==> config.mk <==
export PLATFORM = sky130hd
export DESIGN_NAME = bprf_decode
export DESIGN_NICKNAME = d
export VERILOG_FILES = /design/src/hw/rtl/bprf_pkg.sv /design/src/hw/rtl/bprf_decode.sv
export SDC_FILE = /design/constraint.sdc
export NUM_CORES = 1
export LEC_CHECK = 0
export BUFFER_PORTS_ARGS = -buffer_cell sky130_fd_sc_hd__buf_4
export CAP_MARGIN = 20
export CORE_MARGIN = 5
export CORE_UTILIZATION = 29
export DETAILED_ROUTE_END_ITERATION = 8
export GPL_TIMING_DRIVEN = 0
export PLACE_DENSITY_LB_ADDON = 0.08
export SLEW_MARGIN = 10
export SYNTH_ARGS = -nofsm -noshare
export SYNTH_HDL_FRONTEND = slang
export SYNTH_SLANG_ARGS = --single-unit
==> constraint.sdc <==
create_clock -name vclk -period 1.3
set_input_delay 0.26 -clock vclk [all_inputs]
set_output_delay 0.26 -clock vclk [all_outputs]
set_load 0.02 [all_outputs]
==> src/hw/rtl/bprf_pkg.sv <==
`default_nettype none

package bprf_pkg;

   localparam int RAW_ENTRIES     = 1024;
   localparam int RAW_AW          = $clog2(RAW_ENTRIES);
   localparam int DISPLAY_ENTRIES = 1280;
   localparam int DISPLAY_AW      = 11;

   localparam logic [7:0] RED_KEEP_BITS  = 8'hEF;
   localparam logic [7:0] LEGACY_RED_BIT = 8'h10;
   localparam logic [RAW_AW-1:0] ROM_LOW_SRC_BASE = 10'h300;

   localparam logic [1:0] CH_RED   = 2'd0;
   localparam logic [1:0] CH_GREEN = 2'd1;
   localparam logic [1:0] CH_BLUE  = 2'd2;

   typedef enum logic [1:0] {
      CMD_READ         = 2'd0,
      CMD_WRITE        = 2'd1,
      CMD_WRITE_LEGACY = 2'd2,
      CMD_LOOKUP       = 2'd3
   } cmd_type;

   typedef struct packed {
      logic              valid;
      cmd_type           cmd;
      logic [1:0]        channel;
      logic              lookup_hit;
   } ctrl_type;

   typedef struct packed {
      logic [2:0]        en;
      logic [RAW_AW-1:0] addr;
      logic [7:0]        data;
   } wr_req_type;

   function automatic logic [7:0] nib_swap(input logic [7:0] v);
      nib_swap = {v[3:0], v[7:4]};
   endfunction

endpackage

`default_nettype wire

==> src/hw/rtl/bprf_decode.sv <==
`default_nettype none

module bprf_decode (
   input  wire logic [1:0]                     access_bank,
   input  wire logic                           accept,
   input  wire logic [1:0]                     cmd,
   input  wire logic [1:0]                     channel,
   input  wire logic [7:0]                     reg_index,
   input  wire logic [7:0]                     write_data,
   input  wire logic [bprf_pkg::DISPLAY_AW-1:0] display_index,
   output bprf_pkg::wr_req_type                wr_req,
   output logic [bprf_pkg::RAW_AW-1:0]         rd_addr,
   output bprf_pkg::ctrl_type                  ctrl
);

   bprf_pkg::cmd_type             cmd_e;
   logic [bprf_pkg::RAW_AW-1:0]   entry;
   logic [bprf_pkg::RAW_AW-1:0]   rom_src;
   logic [7:0]                    legacy_byte;
   logic                          is_write;

   assign cmd_e = bprf_pkg::cmd_type'(cmd);
   assign entry = {access_bank, reg_index};

   // The ROM bank is never written directly; each entry always equals the
   // display value of the entry it mirrors, so lookups read that source.
   always_comb begin
      if (display_index[7:4] == 4'd0) begin
         rom_src = bprf_pkg::ROM_LOW_SRC_BASE + {6'd0, display_index[3:0]};
      end else begin
         rom_src = {2'b00, display_index[7:0]};
      end
   end

   always_comb begin
      legacy_byte = {write_data[3:0], write_data[3:0]};
      if (channel == bprf_pkg::CH_RED) begin
         legacy_byte = (legacy_byte & bprf_pkg::RED_KEEP_BITS)
                     | (write_data & bprf_pkg::LEGACY_RED_BIT);
      end
   end

   always_comb begin
      is_write = 1'b0;
      rd_addr  = entry;
      unique case (cmd_e)
         bprf_pkg::CMD_READ: begin
            rd_addr = entry;
         end
         bprf_pkg::CMD_WRITE, bprf_pkg::CMD_WRITE_LEGACY: begin
            is_write = 1'b1;
         end
         bprf_pkg::CMD_LOOKUP: begin
            if (display_index[10]) begin
               rd_addr = rom_src;
            end else begin
               rd_addr = display_index[bprf_pkg::RAW_AW-1:0];
            end
         end
         default: begin
            is_write = 1'b0;
         end
      endcase
   end

   always_comb begin
      wr_req.addr = entry;
      wr_req.data = (cmd_e == bprf_pkg::CMD_WRITE) ? write_data : legacy_byte;
      wr_req.en   = 3'b000;
      if (accept && is_write) begin
         wr_req.en[0] = (channel == bprf_pkg::CH_RED);
         wr_req.en[1] = (channel == bprf_pkg::CH_GREEN);
         wr_req.en[2] = (channel == bprf_pkg::CH_BLUE);
      end
   end

   assign ctrl.valid      = accept;
   assign ctrl.cmd        = cmd_e;
   assign ctrl.channel    = channel;
   assign ctrl.lookup_hit =
      (display_index < bprf_pkg::DISPLAY_AW'(bprf_pkg::DISPLAY_ENTRIES));

endmodule

`default_nettype wire

Yosys cells after proc, flatten, opt, wreduce, memory -nomap -nowiden

Index checks and enable logic that the tools add are counted.
W data, S select, Z words.

Register bits: 0
Bits of input ports: 34
Output and inout port bits: 37
Logic and storage cells: 19

Add/subtract/negate cells: 1
$lt $le $gt $ge: 1
Equality and inequality tests: 5
Mux-type cells: 7
Bitwise gates (word level): 1
Reduce and logical (&&, ||, !) cells: 4

Operators with widths:

| cell                   | number |
|---|---|
| $mux W10               | 3 |
| $mux W8                | 2 |
| $lt A11 B11 Y1 const B | 1 |
| $add A9 B5 Y10 const A | 1 |
| $or A8 B5 Y8           | 1 |
| $eq A2 B2 Y1 const B   | 3 |
| $eq A2 B1 Y1 const B   | 2 |
| $logic_not A4 Y1       | 1 |
| $mux W3                | 1 |
| $logic_not A2 Y1       | 1 |
| $reduce_or A2 Y1       | 1 |
| $logic_and A1 B1 Y1    | 1 |
| $mux W1                | 1 |

Longest topological paths before layout

Gate-level depths: netlist of run 1.

Depth after elaboration: 5
Gate-level depth with buffers: 4
Mapped depth without buffers: 4

Worst setup path after synthesis of run 1

Ideal clock, no wire load.

Path type: input-to-output
From: input cmd[1]
To: output wr_req[18] (netlist bit)
Arrival time: 1.310 ns
Required time: 1.040 ns
Slack: -0.270 ns
Cell stages on the path: 3
Path buffers: 0
Cells stage by stage: inv_1 -> ha_1 -> nor4b_1

RTL lines:

| element            | RTL line          | text |
|---|---|---|
| start: declaration | bprf_decode.sv:6  | `input wire logic [1:0] cmd,` |
| end: declaration   | bprf_decode.sv:11 | `output bprf_pkg::wr_req_type wr_req,` |

Final worst setup path of run 1

From: input cmd[1]
To: output rd_addr[4] (netlist bit)

Word-level cells in the longest chain between the ends: 2

RTL lines:

| element          | RTL line          | text |
|---|---|---|
| $eq A2 B2 Y1     | bprf_decode.sv:46 | `unique case (cmd_e)` |
| $mux W10         | bprf_decode.sv:46 |  |
| end: declaration | bprf_decode.sv:12 | `output logic [bprf_pkg::RAW_AW-1:0] rd_addr,` |

Every way passes these cells.

==> results of run 1 <==
## logic make-up (layout without fill, tap and decap cells)
kind of cell / count (synthesis) / in the layout
buf+inv: 21 / 93
simple gates: 13 / 13
mux: 12 / 12
fa+ha+maj: 2 / 2
compound gates: 1 / 1
## stage by stage
step	instance area, µm²	std cells	total power (W)	TNS [ps]
4_1_cts	1104	136	0.0004730	-415.0
5_1_grt	1150	136	0.0005144	-752.6
2_1_floorplan	450.4	49	0.0002185	-42.93
3_5_place_dp	1002	135	0.0004260	-2439
6_report	1150	136	0.0004898	-443.3
3_3_place_gp	1002	135	0.0004190	-2475
## power by group
| group | switching [W] | leakage, nW | total (W) | internal [W] |
|---|---|---|---|---|
| sequential | 0 | 0 | 0 | 0 |
| combinational | 0.000207 | 0.616 | 0.000490 | 0.000282 |
| clock | 0 | 0 | 0 | 0 |
## path summary, 6_finish.rpt
kind                    endpoint  slack (ps)
worst max-delay path  rd_addr[4]         -60
worst min-delay path   wr_req[9]         810
## layout by cell type (no fill, tap or decap)
master	instances
nor4_4	1
nor2_4	1
nor4bb_4	1
mux2_2	3
buf_6	13
buf_8	2
nand3_1	1
nand3b_1	2
nor4b_2	1
nand2b_4	1
nand3_2	2
mux2_4	9
nor2_1	1
and4bb_2	1
nand2b_1	1
buf_2	1
buf_4	76
inv_4	1
ha_4	2
o21ai_0	1
## final cells by class
type / instances / area (µm²)
repair buffers: 72 / 598.1
inverters: 1 / 6.256
well taps: 15 / 18.77
multi-input cells: 28 / 372.9
plain buffers: 20 / 153.9
fillers: 88 / 200.2
## critical path: stages
cell,delay [ps]
buf_8,110
ha_4,170
buf_6,140
mux2_4,300
buf_6,130
## what timing repair did
item | 4_1_cts | 5_1_grt
pin swaps | 4 | 4
resized for setup | 24 | 9
endpoints found under the setup margin | 17 | 14
cloned | 1 | 0
## metal layers
metal  GRT usage, %  vias up
li1               -      301
met1          13.04      292
met2          30.00       37
met3          2.752        4
met4          2.242        0
met5              0        -
==> results_dict.tcl, run 1 <==
set metrics [dict create \
    hold_start "reg_index[1]" \
    powerDensity_nw_per_um2 425.9 \
    timing.final.hold_violations 0 \
    grt_start_max_net_pins 6 \
    die-height_um 48.47 \
    synth.most_common_cell "buf_4" \
    ant_nets 0 \
    hold_depth 3 \
    vias 634 \
    synth_top_family_by_area "buffers and inverters" \
    drv_cap 0 \
    synth.top_cell.area_share_pct 33.24 \
    synthTopCellsByCount "19 x buf_4, 7 x mux2_2, 5 x mux2_4" \
    post-synth-top-area-cell "buf_4" \
    first_pass_iters 3 \
    drt-met1-wl_um 675 \
    wirelength_mm 2.025 \
    critPathKind "input pin to output pin" \
    seq_area_um2 0 \
    yosys-mux-area-fraction_pct 35.86 \
    nets 159 \
    drt-wirelength-per-cell_um 14.89 \
    yosys.area_share.adder_pct 5.831 \
    ys_seq_area_share_pct 0 \
    port-buffer-count 71 \
    syn_area_per_cell_um2 8.758 \
    ys_warn_count 0 \
    hold_buffers 0 \
    whs_ps 813.7 \
    coreArea_um2 1350 \
    setup-violations-final 10 \
    power_leakage_nw 0.6160 \
    grt_usage_pct 13.97 \
    synth_cell_type_count 15 \
    finalWorstSetupSlack_ps -64.85 \
    synth_compound_area_share_pct 1.166 \
    dp_hpwl_mm 1.560 \
    critical_path.startpoint "cmd[1]" \
    met2WireLength_mm 1.167 \
    io_pins 71 \
    std_cell_rows 13 \
    hp-class "input pin to output pin" \
    syn_to_final_growth_pct 167.9 \
    syn_area_um2 429.2 \
    synth_area_leaders "buf_4 33%, mux2_2 18%, mux2_4 17%" \
    fp.dieW_um 48.47 \
    pre_cts_slack_ps -217.4 \
    synthSimpleGateAreaFrac_pct 20.41 \
    n_clock_buffer 0 \
    routed.top_layer "met4" \
    worstPathArrival_ps 1100 \
    initial_core_util_pct 31.79 \
    worst_pin_slew_ps 218.1 \
    post_cts_buffers 0 \
    drtIter0Drc 1 \
    end_kind "output pin" \
    vdd_ir_drop_max_mv 0.2445 \
    relSlewSlack_pct 85.35 \
    seq_cell_count 0 \
    synth_nets 85 \
    min_period_ps 1365 \
    synth_cells 49 \
    rsz0062_at_grt "yes" \
    gp_congestion 0.7142 \
    fin_crit_sh_pct 105.0 \
    route.detailed.drc 0 \
    grt_pass1_wl_mm 2.829 \
    fmax_mhz 732.7 \
    wl_met3_um 145 \
    dieArea_um2 2349 \
    crit_required_ps 1040 \
    drive_gt1_share_pct 95.04 \
    slew_viol_final 0 \
    viasPerCell 4.662 \
    startpoint_type "input pin" \
    grt-ovfl-total 0 \
    antenna_cells 0 \
    fin_util_pct 85.17 \
    antenna_found_initial 0 \
    status "finished, violations left" \
    crit_path_max_fanout 5 \
    first_global_vias 652 \
    violations "negative setup slack" \
    synth_xor_area_share_pct 0 \
]
No activity file was read; power rests on OpenSTA's default activity.
==> run 2: changes to the inputs <==
--- a/config.mk
+++ b/config.mk
@@ -10,7 +10,7 @@
 export CORE_MARGIN = 5
 export CORE_UTILIZATION = 29
 export DETAILED_ROUTE_END_ITERATION = 8
-export GPL_TIMING_DRIVEN = 0
+export MAX_ROUTING_LAYER = met4
 export PLACE_DENSITY_LB_ADDON = 0.08
 export SLEW_MARGIN = 10
 export SYNTH_ARGS = -nofsm -noshare
==> constraint.sdc (replaced) <==
create_clock -name vclk -period 1.3
set_input_delay 0.26 -clock vclk [all_inputs]
set_output_delay 0.26 -clock vclk [all_outputs]
set_load 0.005 [all_outputs]
==> results_dict.tcl, run 2 (synthesized netlist as in run 1, its figures left out) <==
set metrics [dict create \
    status "finished, violations left" \
    violations "negative setup slack" \
    setup-violations-final 12 \
    drv_cap 0 \
    io_pins 71 \
    hold_buffers 0 \
    pwr-share-seq_pct 0 \
    route.detailed.drc 0 \
    die-height_um 48.47 \
    end_kind "output pin" \
    first_global_vias 572 \
    wirelength_mm 1.826 \
    gp_congestion 0.7158 \
    min_period_ps 1368 \
    first_pass_iters 4 \
    critical_path.slowest_cell "mux2_4" \
    grt_pass1_wl_mm 2.642 \
    crit_required_ps 1040 \
    grt-ovfl-total 0 \
    p_switching_w 0.0001158 \
    viasPerCell 4.752 \
    multi_input_area_um2 365.4 \
    n_clock_buffer 0 \
    vdd_ir_drop_max_mv 0.1968 \
    crit_path_max_fanout 7 \
    grt_start_max_net_pins 8 \
    fmax_mhz 730.8 \
    fin_crit_sh_pct 105.3 \
    syn_to_final_growth_pct 137.0 \
    endpoint "rd_addr[1]" \
    final_cell_mix "60 x buf_4, 12 x mux2_4, 9 x buf_6" \
    startpoint_type "input pin" \
    grt_usage_pct 13.06 \
    antenna_cells 0 \
    nets 140 \
    port-buffer-count 71 \
    coreArea_um2 1350 \
    hp-class "input pin to output pin" \
    rsz0062_at_grt "yes" \
    place_area_um2 847.1 \
    slew_viol_final 0 \
    p_clk_share_pct 0 \
    vias 556 \
    drtIter0Drc 7 \
    final_area_um2 1017 \
    mostFrequentLayoutCell "buf_4" \
    powerDensity_nw_per_um2 357.7 \
    initial_core_util_pct 31.79 \
    whs_ps 697.6 \
    p_total_w 0.0003639 \
    crit_path_cell_trace "buf_8 > ha_4 > buf_12 > mux2_4 > buf_6" \
    std_cell_rows 13 \
    nFillCells 100 \
    fp.dieW_um 48.47 \
    antenna_found_initial 0 \
    drive_gt1_share_pct 91.18 \
    worst_pin_slew_ps 231.5 \
    seq_cell_count 0 \
    seq_area_um2 0 \
    p_comb_share_pct 100.0 \
    finalWorstSetupSlack_ps -68.46 \
    p_int_w 0.0002481 \
    dieArea_um2 2349 \
    max_stage_delay_ps 300 \
    worstPathArrival_ps 1110 \
    post_cts_buffers 0 \
    ant_nets 0 \
    power_leakage_nw 0.5311 \
    netSwitchingFraction_pct 31.83 \
    relSlewSlack_pct 84.35 \
    critPathKind "input pin to output pin" \
    timing.final.hold_violations 0 \
    critical_path.startpoint "cmd[0]" \
    drt-wirelength-per-cell_um 15.61 \
]
-- run 2: changes by cell type in the layout (fill, tap and decap cells not counted), moves of 3 or more --
cell	change
buf_4	-16
buf_6	-4
mux2_2	-3
mux2_4	+3
-- run 2: worst min path at each step --
stage / from / end / cells after the start
finish: access_bank[0] / wr_req[16] / 2
global route: reg_index[3] / wr_req[11] / 2
CTS: write_data[3] / wr_req[3] / 2
detailed placement: write_data[3] / wr_req[3] / 2
global placement: write_data[0] / wr_req[0] / 2
floorplan: channel[1] / wr_req[19] / 1
-- run 2: per-layer routing --
layer | global-route usage, % | vias up | share of wire [%]
met1 | 11.78 | 247 | 32
li1 | - | 262 | -
met2 | 25.22 | 45 | 53
met5 | - | - | 0
met4 | 1.345 | 0 | 0.77
met3 | 6.116 | 2 | 14
-- run 2: power groups by stage --
stage / clock network (W) / registers [W] / logic, W
final: 0 / 0 / 0.000364
after global routing: 0 / 0 / 0.000387
after CTS: 0 / 0 / 0.000347
after detailed placement: 0 / 0 / 0.000291
after global placement: 0 / 0 / 0.000289
after floorplan: 0 / 0 / 0.000126
-- run 2: metrics by stage --
step                      worst slack (ps)  instances  setup TNS [ps]  utilization [%]
after floorplan                      93.68         49               0                -
final                               -68.46        117          -506.3            75.35
after CTS                           -65.03        117          -569.0            72.01
after detailed placement            -197.6        116           -1861            62.74
after global routing                -79.26        117          -733.3            75.35
after global placement              -170.1        116           -1735            62.74
-- run 2: final cells by class --
cell class | instances | area share (%)
timing repair buffer | 73 | 61.87
multi-input combinational | 28 | 35.92
inverter | 1 | 0.3690
tap | 15 | 1.845
-- run 2: critical path, delay by kind of cell --
| family | cells | cell delay (ps) |
|---|---|---|
| adder cells (fa/ha/maj) | 1 | 180 |
| buffers and inverters | 3 | 370 |
| multiplexers | 1 | 300 |
-- run 2: what timing repair did --
item                       CTS  global route
resized for setup           25             8
setup endpoints to repair   17            17
pin swaps                    3             2
gates cloned                 1             0
