--- src/hw/rtl/bprf_pkg.sv ---
`default_nettype none

package bprf_pkg;

   localparam int RAW_ENTRIES     = 1024;
   localparam int RAW_AW          = $clog2(RAW_ENTRIES);
   localparam int DISPLAY_ENTRIES = 1280;
   localparam int DISPLAY_AW      = 11;

   localparam logic [7:0] RED_KEEP_BITS  = 8'hEF;
   localparam logic [7:0] LEGACY_RED_BIT = 8'h10;
   localparam logic [RAW_AW-1:0] ROM_LOW_SRC_BASE = 10'h300;

   localparam logic [1:0] CH_RED   = 2'd0;
   localparam logic [1:0] CH_GREEN = 2'd1;
   localparam logic [1:0] CH_BLUE  = 2'd2;

   typedef enum logic [1:0] {
      CMD_READ         = 2'd0,
      CMD_WRITE        = 2'd1,
      CMD_WRITE_LEGACY = 2'd2,
      CMD_LOOKUP       = 2'd3
   } cmd_type;

   typedef struct packed {
      logic              valid;
      cmd_type           cmd;
      logic [1:0]        channel;
      logic              lookup_hit;
   } ctrl_type;

   typedef struct packed {
      logic [2:0]        en;
      logic [RAW_AW-1:0] addr;
      logic [7:0]        data;
   } wr_req_type;

   function automatic logic [7:0] nib_swap(input logic [7:0] v);
      nib_swap = {v[3:0], v[7:4]};
   endfunction

endpackage

`default_nettype wire

--- src/hw/rtl/bprf_format.sv ---
`default_nettype none

module bprf_format (
   input  wire logic                clock,
   input  wire logic                reset,
   input  wire bprf_pkg::ctrl_type  ctrl,
   input  wire logic [7:0]          rd_red,
   input  wire logic [7:0]          rd_green,
   input  wire logic [7:0]          rd_blue,
   output logic                     rsp_valid,
   output logic [7:0]               rsp_read_data,
   output logic [7:0]               rsp_disp_red,
   output logic [7:0]               rsp_disp_green,
   output logic [7:0]               rsp_disp_blue
);

   logic       valid_ff;
   logic [7:0] read_data_ff, read_data_in;
   logic [7:0] disp_red_ff, disp_red_in;
   logic [7:0] disp_green_ff, disp_green_in;
   logic [7:0] disp_blue_ff, disp_blue_in;

   always_comb begin
      read_data_in  = 8'd0;
      disp_red_in   = 8'd0;
      disp_green_in = 8'd0;
      disp_blue_in  = 8'd0;
      if (ctrl.valid && ctrl.cmd == bprf_pkg::CMD_READ) begin
         case (ctrl.channel)
            bprf_pkg::CH_RED:   read_data_in = rd_red;
            bprf_pkg::CH_GREEN: read_data_in = rd_green;
            bprf_pkg::CH_BLUE:  read_data_in = rd_blue;
            default:            read_data_in = 8'd0;
         endcase
      end
      if (ctrl.valid && ctrl.cmd == bprf_pkg::CMD_LOOKUP && ctrl.lookup_hit) begin
         disp_red_in   = bprf_pkg::nib_swap(rd_red & bprf_pkg::RED_KEEP_BITS);
         disp_green_in = bprf_pkg::nib_swap(rd_green);
         disp_blue_in  = bprf_pkg::nib_swap(rd_blue);
      end
   end

   always_ff @(posedge clock) begin
      if (reset) begin
         valid_ff <= 1'b0;
      end else begin
         valid_ff <= ctrl.valid;
      end
      read_data_ff  <= read_data_in;
      disp_red_ff   <= disp_red_in;
      disp_green_ff <= disp_green_in;
      disp_blue_ff  <= disp_blue_in;
   end

   assign rsp_valid      = valid_ff;
   assign rsp_read_data  = read_data_ff;
   assign rsp_disp_red   = disp_red_ff;
   assign rsp_disp_green = disp_green_ff;
   assign rsp_disp_blue  = disp_blue_ff;

endmodule

`default_nettype wire

--- config.mk ---
export PLATFORM = sky130hd
export DESIGN_NAME = bprf_format
export DESIGN_NICKNAME = d
export VERILOG_FILES = /design/src/hw/rtl/bprf_pkg.sv /design/src/hw/rtl/bprf_format.sv
export SDC_FILE = /design/constraint.sdc
export NUM_CORES = 1
export LEC_CHECK = 0
export BUFFER_PORTS_ARGS = -buffer_cell sky130_fd_sc_hd__buf_2
export CAP_MARGIN = 20
export CORE_MARGIN = 5
export CORE_UTILIZATION = 47
export CTS_BUF_LIST = sky130_fd_sc_hd__clkbuf_8
export DETAILED_ROUTE_END_ITERATION = 8
export PLACE_DENSITY = 0.86
export SKIP_CTS_REPAIR_TIMING = 1
export SLEW_MARGIN = 20
export SYNTH_ARGS = -nofsm -noshare
export SYNTH_HDL_FRONTEND = slang
export SYNTH_SLANG_ARGS = --single-unit
--- constraint.sdc ---
create_clock -name clock -period 1.4 [get_ports clock]
set_input_delay 0.21 -clock clock [delete_from_list [all_inputs] [get_ports clock]]
set_output_delay 0.21 -clock clock [all_outputs]
set_load 0.005 [all_outputs]
* Yosys cells after proc, flatten, opt, wreduce, memory -nomap -nowiden
Cells that the tools add are included.
W data, S select, Z words.
** Word-level totals
- Bits in registers :: 33
- Output and inout port bits :: 33
- Bits of input ports :: 32
** Operators by class
- Equal/unequal tests :: 3
- Reductions and logical operators :: 5
- Mux-type cells :: 1
** Operators by type and width (count)
- $pmux W8 S3 :: 1
- $eq A2 B2 Y1 const B :: 2
- $logic_not A2 Y1 :: 2
- $logic_and A1 B1 Y1 :: 3
- $eq A2 B1 Y1 const B :: 1

* Depth between registers and ports, before layout
Gate-level depths: netlist of run 1.
- Depth in word-level cells :: 3
- Mapped depth :: 4

* Worst setup path before layout of run 1
No wires, ideal clock.
- Path type :: in2reg
- From :: input ctrl[2] (netlist bit)
- To :: register read_data_ff[0] (netlist: rsp_read_data[0])
- Data arrival time :: 0.825 ns
- Slack :: 0.458 ns
- Buffers on the path :: 1
- Cell stages on the path :: 3
- Cell sequence :: buf_6 -> mux2_2 -> a32o_1
** Between the ends
- Word-level cells in the longest chain between the ends :: 2
** RTL lines
- start, declared :: RTL line bprf_format.sv:6 : input wire bprf_pkg::ctrl_type ctrl,
- $eq A2 B2 Y1 (tied with other cells) :: RTL line bprf_format.sv:29 : case (ctrl.channel)
- $pmux W8 S3 (*) :: RTL line bprf_format.sv:29
- end signal, assigned :: RTL line bprf_format.sv:49 : read_data_ff <= read_data_in;
- end, declared :: RTL line bprf_format.sv:18 : logic [7:0] read_data_ff, read_data_in;
Every way passes the cells marked *; elsewhere a longest branch is shown, timed or not.
A chain may end at the register's enable or synchronous reset.

* Worst setup path in the final report of run 1
- From :: register disp_green_ff[5] (netlist: rsp_disp_green[5])
- To :: output rsp_disp_green[5]
** RTL lines
- start, declared :: RTL line bprf_format.sv:20 : logic [7:0] disp_green_ff, disp_green_in;
- start signal, assigned :: RTL line bprf_format.sv:51 : disp_green_ff <= disp_green_in;
- end, declared :: RTL line bprf_format.sv:13 : output logic [7:0] rsp_disp_green,
No word-level cell between the ends.

==> results of run 1 <==
routing by layer:
layer | up-vias | track usage | routed length (um)
met5 | - | 0 | 0
met4 | 0 | 0.116 | 44
met3 | 4 | 0.0588 | 229
met2 | 36 | 0.263 | 1270
met1 | 373 | 0.169 | 952
li1 | 410 | - | -
cell usage after synthesis:
cell / instances / area share
dfxtp_1: 32 / 0.60
and2_1: 23 / 0.14
a32o_1: 8 / 0.076
mux2_2: 8 / 0.085
buf_4: 4 / 0.028
nor2b_1: 2 / 0.012
and4_4: 1 / 0.011
buf_6: 1 / 0.011
conb_1: 1 / 0.0035
nor3b_2: 1 / 0.012
nor4b_4: 1 / 0.022
state kept, by name (all words and copies together), names as in the netlist:
register,count
rsp_disp_blue,8
rsp_disp_green,8
rsp_disp_red,7
rsp_read_data,8
rsp_valid,1
worst paths after layout:
check / from / endpoint / slack (ns) / cells past startpoint
max: rsp_disp_green[5] / rsp_disp_green[5] / 0.47 / 1
min: reset / rsp_valid / 0.08 / 2
power by group:
part	total [mW]	internal, mW	switching, mW
clock	0.835	0.520	0.316
sequential	0.934	0.929	0.00422
combinational	0.137	0.0756	0.0617
total	1.91	1.52	0.382
cells by family (layout without fill, tap and decap cells):
logic type,count (synthesis),count (layout),synth area share
DFF,32,32,0.604
and+or+nand+nor,28,28,0.192
AOI/OAI and AO/OA,8,8,0.0756
muxes,8,8,0.0850
buffers and inverters,5,71,0.0390
other,1,1,0.00354
area by class of cell:
| cell class | count | area share |
|---|---|---|
| clock buffer | 5 | 0.0466 |
| timing repair buffer | 63 | 0.214 |
| tap | 28 | 0.0237 |
| sequential | 32 | 0.434 |
| multi-input combinational | 45 | 0.256 |
| clock inverter | 3 | 0.0263 |
cell usage in the layout, fill, tap and decap left out:
| cell | count |
|---|---|
| buf_2 | 63 |
| a32o_1 | 8 |
| clkinv_2 | 1 |
| clkbuf_8 | 5 |
| nor2b_1 | 2 |
| bufinv_16 | 1 |
| conb_1 | 1 |
| and4_4 | 1 |
| mux2_2 | 8 |
| nor4b_4 | 1 |
| dfxtp_1 | 32 |
| and2_1 | 23 |
| nor3b_2 | 1 |
| inv_1 | 1 |
==> flow_summary_export.csv, run 1 <==
group,metric,value,unit
run_status,status,"completed",
global_routing,antenna_found_initial,0,
power_and_ir_drop,p_leak,0.753,nW
routing,drt-pass1-iter-count,4,
critical_path,crit_required,1.19,ns
critical_path,cp_top_family,"flip-flops",
routing,drt_first_iter_violations,11,
routing,route.detailed.drc,0,
global_routing,grt_pass1_vias,811,
clock_tree,clock_path_buffers,2,
cells_and_area,layout.cell_area.non_filler,1480,um^2
cells_and_area,n_antenna_cell,0,
placement,io_buffers,63,
sta,hold_viol,0,
floorplan,start_util,0.484,
logic_synthesis,ys_types,11,
critical_path,crit_buf_inv,1,
clock_tree,cts_root_buf,"clkbuf_8",
floorplan,io_pins,65,
clock_tree,numCtsBuffers,5,
logic_synthesis,ys_seq_elements,32,
sta,finalSetupTns,0,ns
global_routing,grt_usage,0.161,
logic_synthesis,synth_area,1060,um^2
floorplan,coreArea,2190,um^2
placement,preCtsSetupSlack,0.280,ns
power_and_ir_drop,total_power,1.91,mW
floorplan,die_w,57.5,um
sta,rsz0062_at_grt,"no",
cells_and_area,utilization,0.674,
cells_and_area,multi_input_area,378,um^2
placement,hpwl,1.95,mm
cells_and_area,layout.nets,179,
clock_tree,cts_sinks,32,
flow_run,maxCapViolCount,0,
sta,period_needed,0.931,ns
floorplan,dieArea,3300,um^2
sta,max_freq,1.07,GHz
sta,fin_crit_sh,0.665,
critical_path,cp-start-kind,"flip-flop",
routing,viasPerCell,4.68,
routing,drt-total-wl,2.50,mm
routing,routedWlPerCell,14.2,um
global_routing,grt_first_pass_wirelength,3.94,mm
sta,worst_pin_slew,0.518,ns
cells_and_area,drive_above_1_share,0.547,
critical_path,worstPathMaxFanout,1,
placement,place.gp.congestion,0.703,
sta,slew_headroom,0.654,
global_routing,gr-total-overflow,0,
critical_path,crit_chain,"buf_2",
sta,slew_violations,0,
worst_hold_path,hp-class,"input pin to flip-flop",
critical_path,max_stage_delay,0.33,ns
routing,drtAntennaViolNets,0,
logic_synthesis,yosys_warnings,0,
logic_synthesis,avgSynthCellArea,12.9,um^2
global_routing,grt_max_degree,24,
critical_path,critPathCaptureType,"output pin",
sta,fin_ws,0.469,ns
clock_tree,cts_tree,"done",
power_and_ir_drop,power.density,1290,nW/um^2
clock_tree,path_clk_slew,0.06,ns
placement,dpl_cell_area,1370,um^2
critical_path,slowest_stage,"dfxtp_1",
routing,num_vias,823,
cells_and_area,fill_cells,153,
sta,setup_viol,0,
placement,place_inst,168,
cells_and_area,syn2layout_area_growth,39.3,%
logic_synthesis,syn_nets,114,
logic_synthesis,netlist_instances,82,
sta,holdWs,0.0824,ns
floorplan,std_cell_rows,17,
critical_path,arrival,0.72,ns
logic_synthesis,ys_seq_area_frac,0.604,
floorplan,die_y,57.5,um
cells_and_area,seqCellArea,641,um^2
cells_and_area,stdcell_count,176,
critical_path,critPathKind,"flip-flop to output pin",
clock_tree,htree_levels,2,
power_and_ir_drop,peakVddDrop,1.29,mV
No activity file was read; power rests on OpenSTA's default activity.
==> run 2: changes to the inputs <==
CORE_UTILIZATION = 43   (was 47)
PLACE_DENSITY = 0.8   (was 0.86)
clock period = 0.9 ns   (was 1.4 ns; I/O delays follow)
==> run 2 against run 1 <==
  * Routed wire length rose by 4.0%
  * Clock power grew 31%
  * Largest power group unchanged
  * Combinational power increased by 57%
  * Largest cell class unchanged
  * Worst hold slack got worse by 0.074 ns
  * Via count grew 1.5%
  * Total power increased by 45%
==> flow_summary_export.csv, run 2 (synthesized netlist as in run 1, its figures left out) <==
group,metric,value,unit
cells_and_area,final_common_cell,"buf_2",
power_and_ir_drop,seqPwrFrac,0.526,
critical_path,max_stage_delay,0.33,ns
clock_tree,path_clk_slew,0.06,ns
sta,max_freq,1.17,GHz
sta,rsz0062_at_grt,"no",
clock_tree,cts_tree,"done",
flow_run,maxCapViolCount,0,
power_and_ir_drop,intPower,2.16,mW
global_routing,grt_max_degree,24,
critical_path,slowest_stage,"dfxtp_1",
routing,drt-total-wl,2.60,mm
sta,fin_ws,0.0460,ns
floorplan,coreArea,2410,um^2
sta,setup_viol,0,
routing,drt_first_iter_violations,14,
global_routing,grt_first_pass_wirelength,4.04,mm
placement,dpl_cell_area,1380,um^2
floorplan,dieArea,3560,um^2
power_and_ir_drop,p_clk_frac,0.396,
clock_tree,numCtsBuffers,5,
clock_tree,htree_levels,2,
global_routing,antenna_found_initial,0,
routing,drt-pass1-iter-count,4,
cells_and_area,drive_above_1_share,0.544,
critical_path,critPathCaptureType,"output pin",
power_and_ir_drop,switchingPower,0.596,mW
floorplan,die_w,59.6,um
critical_path,crit_required,0.76,ns
routing,routedWlPerCell,14.5,um
critical_path,cp-start-kind,"flip-flop",
placement,place.gp.congestion,0.758,
cells_and_area,stdcell_count,179,
cells_and_area,fill_cells,204,
sta,hold_viol,0,
routing,drtAntennaViolNets,0,
floorplan,die_y,59.6,um
power_and_ir_drop,p_leak,0.753,nW
clock_tree,cts_root_buf,"clkbuf_8",
routing,num_vias,835,
cells_and_area,layout.nets,180,
global_routing,gr-total-overflow,0,
critical_path,worstPathMaxFanout,1,
sta,worst_pin_slew,0.539,ns
global_routing,grt_pass1_vias,845,
critical_path,critPathKind,"flip-flop to output pin",
placement,preCtsSetupSlack,-0.179,ns
clock_tree,cts_sinks,32,
clock_tree,clock_path_buffers,2,
power_and_ir_drop,power.density,1880,nW/um^2
run_status,status,"completed",
sta,slew_violations,0,
critical_path,cp_top_family,"flip-flops",
critical_path,arrival,0.72,ns
cells_and_area,syn2layout_area_growth,38.6,%
routing,viasPerCell,4.66,
power_and_ir_drop,swShare,0.216,
floorplan,start_util,0.440,
placement,place_inst,171,
floorplan,io_pins,65,
global_routing,grt_usage,0.159,
power_and_ir_drop,peakVddDrop,1.30,mV
power_and_ir_drop,total_power,2.76,mW
placement,io_buffers,63,
sta,period_needed,0.854,ns
cells_and_area,mostFrequentLayoutCells,"63 x buf_2, 32 x dfxtp_1, 23 x and2_1",
critical_path,crit_buf_inv,1,
sta,fin_crit_sh,0.949,
sta,slew_headroom,0.640,
floorplan,std_cell_rows,18,
cells_and_area,n_antenna_cell,0,
cells_and_area,layout.cell_area.non_filler,1470,um^2
worst_hold_path,hp-class,"input pin to flip-flop",
power_and_ir_drop,pwr-share-comb,0.078,
placement,hpwl,2.10,mm
routing,route.detailed.drc,0,
critical_path,crit_chain,"buf_2",
-- run 2: changes by cell type in the layout (fill, tap and decap cells not counted), sizes merged --
cell / before / now
clkbuf: 5 / 6
clkinv: 1 / 0
buf: 63 / 64
bufinv: 1 / 0
inv: 1 / 2
-- run 2: layer usage --
layer  part of all wire  global-route usage  vias up
met5                  0                   0        -
met4              0.029               0.101        0
met3              0.090              0.0545        7
met2               0.48               0.245       39
met1               0.40               0.186      380
li1                   -                   -      409
-- run 2: final timing paths --
check	from	endpoint	depth (start not counted)
setup / recovery	rsp_read_data[3]	rsp_read_data[3]	1
hold / removal	reset	rsp_valid	2
-- run 2: through the flow --
step / hold slack [ns] / TNS (ns) / util
5_1_grt: 0.0113 / 0 / 0.610
2_1_floorplan: 0.207 / 0 / -
4_1_cts: 0.00710 / 0 / 0.610
3_5_place_dp: 0.305 / -1.25 / 0.572
3_3_place_gp: 0.291 / -0.815 / 0.572
6_report: 0.00833 / 0 / 0.610
-- run 2: area by class of cell --
class	instances	area, um^2	area share
flip-flops and latches	32	641	0.436
multi-input cells	45	378	0.257
repair buffers	64	323	0.220
clock buffers	6	82.6	0.0562
well taps	30	37.5	0.0256
clock inverters	2	7.51	0.00511
-- run 2: power groups by stage --
stage               sequential, mW  combinational, mW  clock (mW)
floorplan                     1.49             0.0924           0
global placement              1.48              0.210           0
detailed placement            1.48              0.216           0
CTS                           1.45              0.216        1.11
global route                  1.45              0.237        1.19
finish                        1.45              0.215        1.09
==> run 3: changes to the inputs <==
--- a/constraint.sdc
+++ b/constraint.sdc
@@ -3,2 +3,2 @@
 set_output_delay 0.135 -clock clock [all_outputs]
-set_load 0.005 [all_outputs]
+set_load 0.02 [all_outputs]
==> run 3 against run 2 <==
  * Via count down 0.36%
  * Clock power about the same
  * Total power is 2.2% higher
  * Critical path depth is the same
  * Critical endpoint is now rsp_disp_blue[3]
  * Routed wire length grew 2.6%
  * Cell count stayed put
  * Highest routed layer unchanged
  * Utilization increased by 3.9 points
==> flow_summary_export.csv, run 3 (synthesized netlist as in run 1, its figures left out) <==
group,metric,value,unit
power_and_ir_drop,switchingPower,0.637,mW
critical_path,critPathCaptureType,"output pin",
sta,slew_violations,0,
clock_tree,numCtsBuffers,5,
flow_run,maxCapViolCount,0,
floorplan,std_cell_rows,18,
floorplan,coreArea,2410,um^2
power_and_ir_drop,seqPwrFrac,0.517,
placement,place_inst,171,
global_routing,grt_first_pass_wirelength,4.04,mm
sta,setup_viol,0,
critical_path,max_stage_delay,0.33,ns
routing,routedWlPerCell,14.9,um
power_and_ir_drop,power.density,1810,nW/um^2
floorplan,die_y,59.6,um
power_and_ir_drop,peakVddDrop,1.35,mV
clock_tree,cts_root_buf,"clkbuf_8",
placement,dpl_cell_area,1380,um^2
cells_and_area,mostFrequentLayoutCells,"39 x buf_2, 26 x dfxtp_1, 23 x and2_1",
cells_and_area,n_antenna_cell,0,
cells_and_area,layout.cell_area.non_filler,1560,um^2
cells_and_area,fill_cells,188,
power_and_ir_drop,intPower,2.18,mW
worst_hold_path,hold_end,"rsp_valid",
cells_and_area,drive_above_1_share,0.584,
sta,holdWs,0.00683,ns
clock_tree,cts_tree,"done",
power_and_ir_drop,p_leak,0.760,nW
floorplan,start_util,0.440,
clock_tree,clock_path_buffers,2,
clock_tree,cts_sinks,32,
clock_tree,path_clk_slew,0.06,ns
global_routing,gr-total-overflow,0,
cells_and_area,stdcell_count,179,
critical_path,slowest_stage,"dfxtp_1",
sta,fin_crit_sh,0.981,
critical_path,critPathKind,"flip-flop to output pin",
cells_and_area,utilization,0.648,
clock_tree,htree_levels,2,
critical_path,crit_buf_inv,1,
routing,route.detailed.drc,0,
power_and_ir_drop,pwr-share-comb,0.095,
placement,io_buffers,63,
sta,fin_ws,0.0168,ns
routing,drt-pass1-iter-count,4,
sta,finalSetupTns,0,ns
global_routing,grt_max_degree,24,
routing,drtAntennaViolNets,0,
sta,period_needed,0.883,ns
placement,hpwl,2.10,mm
placement,preCtsSetupSlack,-0.179,ns
power_and_ir_drop,total_power,2.82,mW
cells_and_area,layout.nets,180,
critical_path,cp_top_family,"flip-flops",
routing,num_vias,832,
global_routing,grt_pass1_vias,845,
routing,viasPerCell,4.65,
sta,max_freq,1.13,GHz
critical_path,cp-start-kind,"flip-flop",
worst_hold_path,hold_depth,2,
global_routing,grt_usage,0.159,
sta,hold_viol,0,
worst_hold_path,hold_path.startpoint,"reset",
worst_hold_path,hp-class,"input pin to flip-flop",
power_and_ir_drop,swShare,0.226,
sta,slew_headroom,0.628,
routing,drt-total-wl,2.67,mm
floorplan,dieArea,3560,um^2
placement,place.gp.congestion,0.758,
critical_path,crit_chain,"buf_4",
global_routing,antenna_found_initial,0,
floorplan,io_pins,65,
critical_path,worstPathMaxFanout,1,
floorplan,die_w,59.6,um
critical_path,arrival,0.75,ns
routing,drt_first_iter_violations,9,
sta,worst_pin_slew,0.556,ns
cells_and_area,syn2layout_area_growth,47.5,%
cells_and_area,final_common_cell,"buf_2",
critical_path,crit_required,0.76,ns
run_status,status,"completed",
power_and_ir_drop,p_clk_frac,0.388,
-- run 3: cell counts in the layout (fill, tap and decap cells not counted) --
Identical to the previous run, type by type.
-- run 3: worst max path at each step --
stage                           from          endpoint  slack (ns)  cells after the start
floorplan                    ctrl[2]  rsp_read_data[0]        0.03                      3
global placement             ctrl[2]  rsp_read_data[6]       -0.11                      3
detailed placement           ctrl[2]  rsp_read_data[0]       -0.18                      3
CTS                 rsp_read_data[0]  rsp_read_data[0]       -0.02                      1
global route        rsp_disp_blue[3]  rsp_disp_blue[3]       -0.02                      1
finish              rsp_disp_blue[3]  rsp_disp_blue[3]        0.02                      1
-- run 3: per-layer routing --
layer / up-vias / GRT usage / wire, um
met5: - / 0 / 0
met4: 0 / 0.101 / 70
met3: 6 / 0.0545 / 252
met2: 39 / 0.245 / 1320
met1: 379 / 0.186 / 1020
li1: 408 / - / -
-- run 3: power groups by stage --
stage	Combinational [mW]	Clock [mW]	Sequential, mW
2_1_floorplan	0.0953	0	1.52
3_3_place_gp	0.247	0	1.48
3_5_place_dp	0.252	0	1.48
4_1_cts	0.253	1.11	1.45
5_1_grt	0.291	1.19	1.46
6_report	0.268	1.10	1.46
-- run 3: area by class of cell --
cell class | instances | area (um^2) | area share
flip-flops and latches | 32 | 648 | 0.415
repair buffers | 64 | 409 | 0.262
multi-input cells | 45 | 378 | 0.242
clock buffers | 6 | 82.6 | 0.0528
well taps | 30 | 37.5 | 0.0240
clock inverters | 2 | 7.51 | 0.00480
